**config.mk**
```make
export PLATFORM = sky130hd
export DESIGN_NAME = multichannel_bcd_time_add_sub_unit
export DESIGN_NICKNAME = d
export VERILOG_FILES = /design/src/sv/mbtas_pkg.sv /design/src/sv/mbtas_ctrl.sv /design/src/sv/mbtas_dpath.sv /design/src/sv/multichannel_bcd_time_add_sub_unit.sv
export SDC_FILE = /design/constraint.sdc
export NUM_CORES = 1
export LEC_CHECK = 0
export BUFFER_PORTS_ARGS = -buffer_cell sky130_fd_sc_hd__buf_2
export CORE_ASPECT_RATIO = 1.25
export CORE_MARGIN = 2
export CORE_UTILIZATION = 35
export DETAILED_ROUTE_END_ITERATION = 12
export MAX_ROUTING_LAYER = met4
export SETUP_SLACK_MARGIN = 0.02
export SYNTH_ARGS = -nofsm -noshare
export SYNTH_HDL_FRONTEND = slang
export SYNTH_SLANG_ARGS = --single-unit
```
**constraint.sdc**
```tcl
create_clock -name clock -period 12.1 [get_ports clock]
set_input_delay 3.025 -clock clock [delete_from_list [all_inputs] [get_ports clock]]
set_output_delay 3.025 -clock clock [all_outputs]
set_load 0.01 [all_outputs]
```
**src/sv/mbtas_pkg.sv**
```systemverilog
package mbtas_pkg;

   localparam logic KIND_ADD = 1'b0;
   localparam logic KIND_SUB = 1'b1;

   localparam logic [3:0] DEC_BASE = 4'd10;
   localparam logic [3:0] SEX_BASE = 4'd6;

   typedef struct packed {
      logic       kind;
      logic       channel;
      logic [6:0] amount;
   } req_type;

   typedef struct packed {
      logic [3:0] tenths_digit;
      logic [3:0] seconds_ones;
      logic [2:0] seconds_tens;
      logic [3:0] minutes_ones;
      logic [3:0] minutes_tens;
      logic       at_zero;
      logic       at_full;
   } rsp_type;

   typedef struct packed {
      logic [3:0] m10;
      logic [3:0] m1;
      logic [2:0] s10;
      logic [3:0] s1;
      logic [3:0] t;
   } bcd_time_type;

   localparam bcd_time_type TIME_MAX = '{m10: 4'd9, m1: 4'd9, s10: 3'd5, s1: 4'd9, t: 4'd9};

   typedef struct packed {
      logic accept;
      logic calc;
      logic commit;
   } cmd_type;

endpackage

```
**src/sv/mbtas_ctrl.sv**
```systemverilog
module mbtas_ctrl (
   input  logic               clock,
   input  logic               reset,
   input  logic               start,
   output logic               busy,
   output mbtas_pkg::cmd_type cmd
);
   import mbtas_pkg::*;

   typedef enum logic [2:0] {
      ST_IDLE   = 3'b001,
      ST_CALC   = 3'b010,
      ST_COMMIT = 3'b100
   } state_type;

   state_type state_ff;
   state_type state_in;

   always_comb begin
      state_in = state_ff;
      unique case (state_ff)
         ST_IDLE: begin
            if (start) state_in = ST_CALC;
         end
         ST_CALC:   state_in = ST_COMMIT;
         ST_COMMIT: state_in = ST_IDLE;
         default:   state_in = ST_IDLE;
      endcase
   end

   always_ff @(posedge clock) begin
      if (reset) state_ff <= ST_IDLE;
      else       state_ff <= state_in;
   end

   assign busy       = (state_ff != ST_IDLE);
   assign cmd.accept = start && (state_ff == ST_IDLE);
   assign cmd.calc   = (state_ff == ST_CALC);
   assign cmd.commit = (state_ff == ST_COMMIT);

endmodule

```
**src/sv/mbtas_dpath.sv**
```systemverilog
module mbtas_dpath #(
   parameter int CHANNELS = 2
) (
   input  logic               clock,
   input  logic               reset,
   input  mbtas_pkg::cmd_type cmd,
   input  mbtas_pkg::req_type req_data,
   output mbtas_pkg::rsp_type rsp_data
);
   import mbtas_pkg::*;

   localparam int IDX_W = (CHANNELS > 1) ? $clog2(CHANNELS) : 1;

   bcd_time_type          bank_ff [CHANNELS];
   logic [CHANNELS-1:0]   zero_ff;
   logic [CHANNELS-1:0]   full_ff;

   logic                  kind_ff;
   logic [IDX_W-1:0]      idx_ff;
   logic                  inrange_ff;
   bcd_time_type          cur_ff;
   logic                  curz_ff;
   logic                  curf_ff;
   logic [3:0]            adt_ff;
   logic [3:0]            ads1_ff;
   logic                  ads10_ff;

   bcd_time_type          res_ff;
   logic                  resz_ff;
   logic                  resf_ff;

   logic [IDX_W-1:0]      idx_in;
   logic                  inrange_in;
   logic [14:0]           prod;
   logic [3:0]            tens;
   logic [3:0]            adt_in;
   logic [3:0]            ads1_in;
   logic                  ads10_in;

   bcd_time_type          sum;
   bcd_time_type          dif;
   logic                  ovf;
   logic                  unf;
   logic [4:0]            a0, a1, a2, a3, a4;
   logic [4:0]            b0, b1, b2, b3, b4;
   bcd_time_type          res_in;
   logic                  resz_in;
   logic                  resf_in;

   function automatic logic [4:0] digit_add(input logic [3:0] a, input logic [3:0] b,
                                            input logic ci, input logic [3:0] base);
      logic [4:0] s;
      s = {1'b0, a} + {1'b0, b} + {4'b0, ci};
      if (s >= {1'b0, base}) digit_add = {1'b1, 4'(s - {1'b0, base})};
      else                   digit_add = {1'b0, s[3:0]};
   endfunction

   function automatic logic [4:0] digit_sub(input logic [3:0] a, input logic [3:0] b,
                                            input logic bi, input logic [3:0] base);
      logic [4:0] s;
      logic       br;
      s  = {1'b0, a} - {1'b0, b} - {4'b0, bi};
      br = ({1'b0, a} < ({1'b0, b} + {4'b0, bi}));
      if (br) digit_sub = {1'b1, 4'(s[3:0] + base)};
      else    digit_sub = {1'b0, s[3:0]};
   endfunction

   // amount to digits: divide by ten via reciprocal, exact for every 7-bit amount
   always_comb begin
      idx_in     = IDX_W'(req_data.channel);
      inrange_in = (32'(req_data.channel) < CHANNELS);
      prod       = 15'(req_data.amount) * 15'd205;
      tens       = prod[14:11];
      adt_in     = 4'(req_data.amount - 7'(tens) * 7'd10);
      ads10_in   = (tens >= DEC_BASE);
      ads1_in    = ads10_in ? 4'(tens - DEC_BASE) : tens;
   end

   always_ff @(posedge clock) begin
      if (cmd.accept) begin
         kind_ff    <= req_data.kind;
         idx_ff     <= idx_in;
         inrange_ff <= inrange_in;
         cur_ff     <= inrange_in ? bank_ff[idx_in] : '0;
         curz_ff    <= inrange_in ? zero_ff[idx_in] : 1'b0;
         curf_ff    <= inrange_in ? full_ff[idx_in] : 1'b0;
         adt_ff     <= adt_in;
         ads1_ff    <= ads1_in;
         ads10_ff   <= ads10_in;
      end
   end

   always_comb begin
      a0 = digit_add(cur_ff.t,  adt_ff,  1'b0, DEC_BASE);
      a1 = digit_add(cur_ff.s1, ads1_ff, a0[4], DEC_BASE);
      a2 = digit_add({1'b0, cur_ff.s10}, {3'b0, ads10_ff}, a1[4], SEX_BASE);
      a3 = digit_add(cur_ff.m1,  4'd0, a2[4], DEC_BASE);
      a4 = digit_add(cur_ff.m10, 4'd0, a3[4], DEC_BASE);
      sum = '{m10: a4[3:0], m1: a3[3:0], s10: a2[2:0], s1: a1[3:0], t: a0[3:0]};
      ovf = a4[4];

      b0 = digit_sub(cur_ff.t,  adt_ff,  1'b0, DEC_BASE);
      b1 = digit_sub(cur_ff.s1, ads1_ff, b0[4], DEC_BASE);
      b2 = digit_sub({1'b0, cur_ff.s10}, {3'b0, ads10_ff}, b1[4], SEX_BASE);
      b3 = digit_sub(cur_ff.m1,  4'd0, b2[4], DEC_BASE);
      b4 = digit_sub(cur_ff.m10, 4'd0, b3[4], DEC_BASE);
      dif = '{m10: b4[3:0], m1: b3[3:0], s10: b2[2:0], s1: b1[3:0], t: b0[3:0]};
      unf = b4[4];

      res_in  = cur_ff;
      resz_in = curz_ff;
      resf_in = curf_ff;
      if (!inrange_ff) begin
         res_in  = '0;
         resz_in = 1'b0;
         resf_in = 1'b0;
      end else if (kind_ff == KIND_ADD) begin
         if (!curf_ff) begin
            resz_in = 1'b0;
            if (ovf) begin
               res_in  = TIME_MAX;
               resf_in = 1'b1;
            end else begin
               res_in  = sum;
            end
         end
      end else begin
         if (!curz_ff) begin
            resf_in = 1'b0;
            if (unf) begin
               res_in  = '0;
               resz_in = 1'b1;
            end else begin
               res_in  = dif;
            end
         end
      end
   end

   always_ff @(posedge clock) begin
      if (cmd.calc) begin
         res_ff  <= res_in;
         resz_ff <= resz_in;
         resf_ff <= resf_in;
      end
   end

   always_ff @(posedge clock) begin
      if (reset) begin
         for (int i = 0; i < CHANNELS; i++) bank_ff[i] <= '0;
         zero_ff <= '0;
         full_ff <= '0;
      end else if (cmd.commit && inrange_ff) begin
         bank_ff[idx_ff] <= res_ff;
         zero_ff[idx_ff] <= resz_ff;
         full_ff[idx_ff] <= resf_ff;
      end
   end

   assign rsp_data.tenths_digit = res_ff.t;
   assign rsp_data.seconds_ones = res_ff.s1;
   assign rsp_data.seconds_tens = res_ff.s10;
   assign rsp_data.minutes_ones = res_ff.m1;
   assign rsp_data.minutes_tens = res_ff.m10;
   assign rsp_data.at_zero      = resz_ff;
   assign rsp_data.at_full      = resf_ff;

endmodule

```
**src/sv/multichannel_bcd_time_add_sub_unit.sv**
```systemverilog
// Multichannel decimal time counter, display form mm:ss.t, one per channel.
// Request side: raise start with req_data (kind, channel, amount in tenths);
// the transaction is taken at a rising edge where start is high and busy is low.
// Busy stays high while the transaction is worked on.
// Response side: rsp_strobe is high for exactly one cycle with rsp_data holding
// the channel's five digits and its zero and full flags after the operation.
// Timing: after the accepting edge the controller steps through its compute and
// write-back states, and rsp_strobe is high in the write-back state. No new
// transaction is accepted until the controller is idle again, so the accept, compute
// and write-back sequence over the channel's stored state finishes before the next.
// Adds saturate at 99:59.9 and set full; while full, adds are ignored.
// Subtracts saturate at 00:00.0 and set zero; while zero, subtracts are ignored.
// A channel number beyond the configured count changes nothing and returns zeros.
// Reset (synchronous, active high) clears every channel to 00:00.0 with both
// flags clear and returns the controller to idle.
// The receiver cannot stall: each response must be taken in its strobe cycle.
module multichannel_bcd_time_add_sub_unit #(
   parameter int CHANNELS = 2
) (
   input  logic               clock,
   input  logic               reset,
   input  logic               start,
   output logic               busy,
   input  mbtas_pkg::req_type req_data,
   output logic               rsp_strobe,
   output mbtas_pkg::rsp_type rsp_data
);
   import mbtas_pkg::*;

   cmd_type cmd;

   mbtas_ctrl u_ctrl (
      .clock (clock),
      .reset (reset),
      .start (start),
      .busy  (busy),
      .cmd   (cmd)
   );

   mbtas_dpath #(
      .CHANNELS (CHANNELS)
   ) u_dpath (
      .clock    (clock),
      .reset    (reset),
      .cmd      (cmd),
      .req_data (req_data),
      .rsp_data (rsp_data)
   );

   assign rsp_strobe = cmd.commit;

endmodule

```
==> results.md <==
| Quantity | Value | Unit |
|---|---|---|
| Status | finished clean | - |
| Post-CTS sizing | 0 | - |
| Crit path DAT | 8.97 | ns |
| Total leakage power | 3.122 | nW |
| Worst slew pin tran | 0.9099 | ns |
| Number of iterations in the first detailed-routing pass | 6 | - |
| Max-cap violations | 0 | - |
| Initial Utilization | 35.55 | % |
| Hold crit path type | register to register | - |
| Count of input and output buffers | 34 | - |
| Buffer cell driving the clock tree root | clkbuf_16 | - |
| TritonCTS Sinks | 98 | - |
| Final antenna-violating net count | 0 | - |
| Cell with the biggest individual delay on the critical path | fa_1 | - |
| DRC viols | 0 | - |
| Total inserted antenna cells | 0 | - |
| Largest net degree at the start of global routing | 34 | - |
| Num CTS Buffers | 9 | - |
| Cell Area, Synth | 0.006650 | sq mm |
| Unrepaired setup endpoints after global routing | false | - |
| Library cell with the largest summed area after synthesis | edfxtp_1 | - |
| Chip width | 127.3 | microns |
| Count of flip-flops with a built-in enable after synthesis | 91 | - |
| # Post-CTS Setup Buffers | 0 | - |
| Min setup slack post-route | 3.189 | ns |
| Top post-synthesis cells by area | edfxtp_1, ha_1, fa_1 | - |
| Hold buffer count at cts | 0 | - |
| Overall routed net length | 14670 | microns |
| Portion of the clock cycle consumed by the worst path in the final layout | 73.65 | % |
| Endpoint class of the critical path | register | - |
| Synth warnings | 0 | - |
| Number of hold violations in the final report | 0 | - |
| Required time at the worst-slack endpoint | 12.16 | ns |
| Slowest Stage Delay on Critical Path | 0.54 | ns |
| Worst Setup Path Type | register to register | - |
| Total grt overflow | 0 | - |
| Count of mapped cells out of synthesis | 597 | - |
| Final period demand of the worst path | 8.911 | ns |
| Placeable core region | 0.01871 | sq mm |
| Top cell type's share of synthesized area | 41.09 | % |
| Commonest register cell after synthesis | edfxtp_1 | - |
| Final setup violation count | 0 | - |
| Clock tree buffer depth | 2 | - |
| Final-layout fill cell count | 1782 | - |
| Vias in the first global route | 4706 | - |
| Initial antenna violation count | 0 | - |
| NumNets Final | 730 | - |
| Post-detailed-placement half-perimeter wirelength | 10700 | microns |
| Htree depth | 3 | - |
| Row count | 56 | - |
| CTS clk-pin slew, worst paths | 0.07 | ns |
| Mean cell area of the mapped netlist | 11.14 | sq um |
| Count of different cell masters after synthesis | 58 | - |
| # IOs | 35 | - |
| Commonest non-fill, non-tap cell in the layout | edfxtp_1 | - |
| Die Height | 158.1 | microns |
| Leading cell types in the layout, fill and taps excluded | edfxtp_1, ha_1, inv_1 | - |
| Share of layout cells above drive strength 1 | 13.99 | % |
| All-Layer GR Usage | 15.56 | % |
| Routed len/inst | 17.04 | microns |
| Peak supply drop | 0.00007284 | V |
| Via density per instance | 5.330 | - |
| Clk_lat worst skew | 0.35 | ns |
| Utilization after layout | 39.25 | % |
| Synthesis-to-finish area growth | 10.42 | % |
| Fin Hold WS | 0.4805 | ns |
| Worst setup skew after layout | 0.006817 | ns |
| Detailed Route Iter0 Violations | 250 | - |
| Max Fanout on Critical Path | 7 | - |
| Top cell by count, worst path | ha_1 | - |
| GPL Wtd Cong | 0.8466 | - |
| Share of the yosys chip area belonging to registers | 43.20 | % |
| Count of vias placed by the detailed router | 4589 | - |
| Type of element launching the critical path | register | - |
| Post-place setup slack | 3.285 | ns |
| Total power divided by cell area | 169.5 | mW/mm^2 |
| Relative max-transition margin | 38.70 | % |
| Total of flip-flops plus latches after synthesis | 98 | - |
| Post-Syn Nets | 703 | - |
| Wire length of the first global-routing pass | 23900 | microns |
| Share of flip-flops with an asynchronous set or reset after synthesis | 0 | % |
| Number of pins exceeding their max-slew limit in the final report | 0 | - |
| Setup TNS | 0 | ns |
| Clock tree from TritonCTS | done | - |
| Area of the die | 0.02013 | sq mm |
| FMAX | 0.1122 | GHz |
==> layout make-up <==
cell class | instances | area (sq um) | share of cell area [%]
clock buffers | 12 | 256.5 | 3.493
clock inverters | 4 | 26.28 | 0.3578
inverters | 64 | 240.2 | 3.271
multi-input cells | 413 | 3457 | 47.08
flip-flops and latches | 98 | 2873 | 39.12
well taps | 232 | 290.3 | 3.953
repair buffers | 38 | 200.2 | 2.726
==> worst max-delay path, delay by kind of cell (launching register included) <==
family,cells,cell delay (ns)
AO/OA/AOI/OAI,13,2.75
XOR/XNOR,3,0.60
adder cells (fa/ha/maj),14,4.00
buffers and inverters,4,0.31
flip-flops,1,0.42
AND/OR/NAND/NOR,3,0.54
==> per-layer routing <==
| metal | track usage [%] | vias to the layer above | part of all wire [%] |
|---|---|---|---|
| met5 | - | - | 0 |
| met4 | 4.919 | 0 | 1.6 |
| met3 | 2.062 | 21 | 3.6 |
| met2 | 28.47 | 105 | 53 |
| met1 | 17.62 | 2283 | 42 |
| li1 | - | 2180 | - |
==> synthesized netlist by cell type (2+ instances only) <==
master and count:
a211oi_1 5, a21boi_0 2, a21o_1 10, a21oi_1 23, a221o_1 5, a221oi_1 3, a22o_1 6, a31o_2 2
a31oi_1 6, and2_1 38, buf_4 3, clkbuf_1 17, dfxtp_1 7, edfxtp_1 91, fa_1 17, ha_1 77
inv_1 64, mux2_2 22, mux2i_1 4, nand2_1 31, nand2b_1 7, nand3_1 8, nor2_1 24, nor2b_1 5
nor3_1 9, nor3b_1 3, o211ai_1 3, o21a_1 5, o21ai_0 24, o21bai_1 5, o221ai_1 2, o22a_1 3
o22ai_1 7, or2_2 3, xnor2_1 22, xor2_1 12
==> where the power goes <==
part / switching (mW) / internal, mW / total, mW
Sequential: 0.0268 / 0.409 / 0.435
Combinational: 0.294 / 0.241 / 0.535
Clock: 0.124 / 0.150 / 0.275
==> worst paths after layout <==
kind / cells after the start / end / start / slack (ns)
worst min-delay path: 1 / u_dpath.full_ff[0] / u_dpath.full_ff[0] / 0.48
worst min register to register: 1 / u_dpath.full_ff[0] / u_dpath.full_ff[0] / 0.48
worst max-delay path: 37 / u_dpath.rsp_data[9] / u_dpath.adt_ff[0] / 3.19
worst max register to register: 37 / u_dpath.rsp_data[9] / u_dpath.adt_ff[0] / 3.19
==> state kept, by name (all words and copies together), names as in the netlist, 2 cells and up <==
name / count
u_dpath.bank_ff: 38
u_dpath.cur_ff: 19
u_dpath.rsp_data: 19
u_dpath.ads1_ff: 4
u_dpath.adt_ff: 4
u_ctrl.state_ff: 3
u_dpath.full_ff: 2
u_dpath.zero_ff: 2
==> per-stage QoR <==
step / instances / cell area [sq um] / total power, mW
final: 861 / 7343 / 1.245
after CTS: 861 / 7343 / 1.254
after global routing: 861 / 7343 / 1.341
after detailed placement: 845 / 7061 / 0.9778
after global placement: 845 / 7061 / 0.9520
after floorplan: 597 / 6650 / 0.8545
==> cells by family (layout without fill, tap and decap cells) <==
family	after synthesis	in the layout	synth area share, %
AOI/OAI and AO/OA	124	124	12.87
xor gates and xnor gates	34	34	4.478
adders and majority gates	94	94	19.60
buffers and inverters	86	118	5.042
DFF	98	98	43.20
muxes	26	26	4.327
and+or+nand+nor	135	135	10.48
No activity file was read; power rests on OpenSTA's default activity.
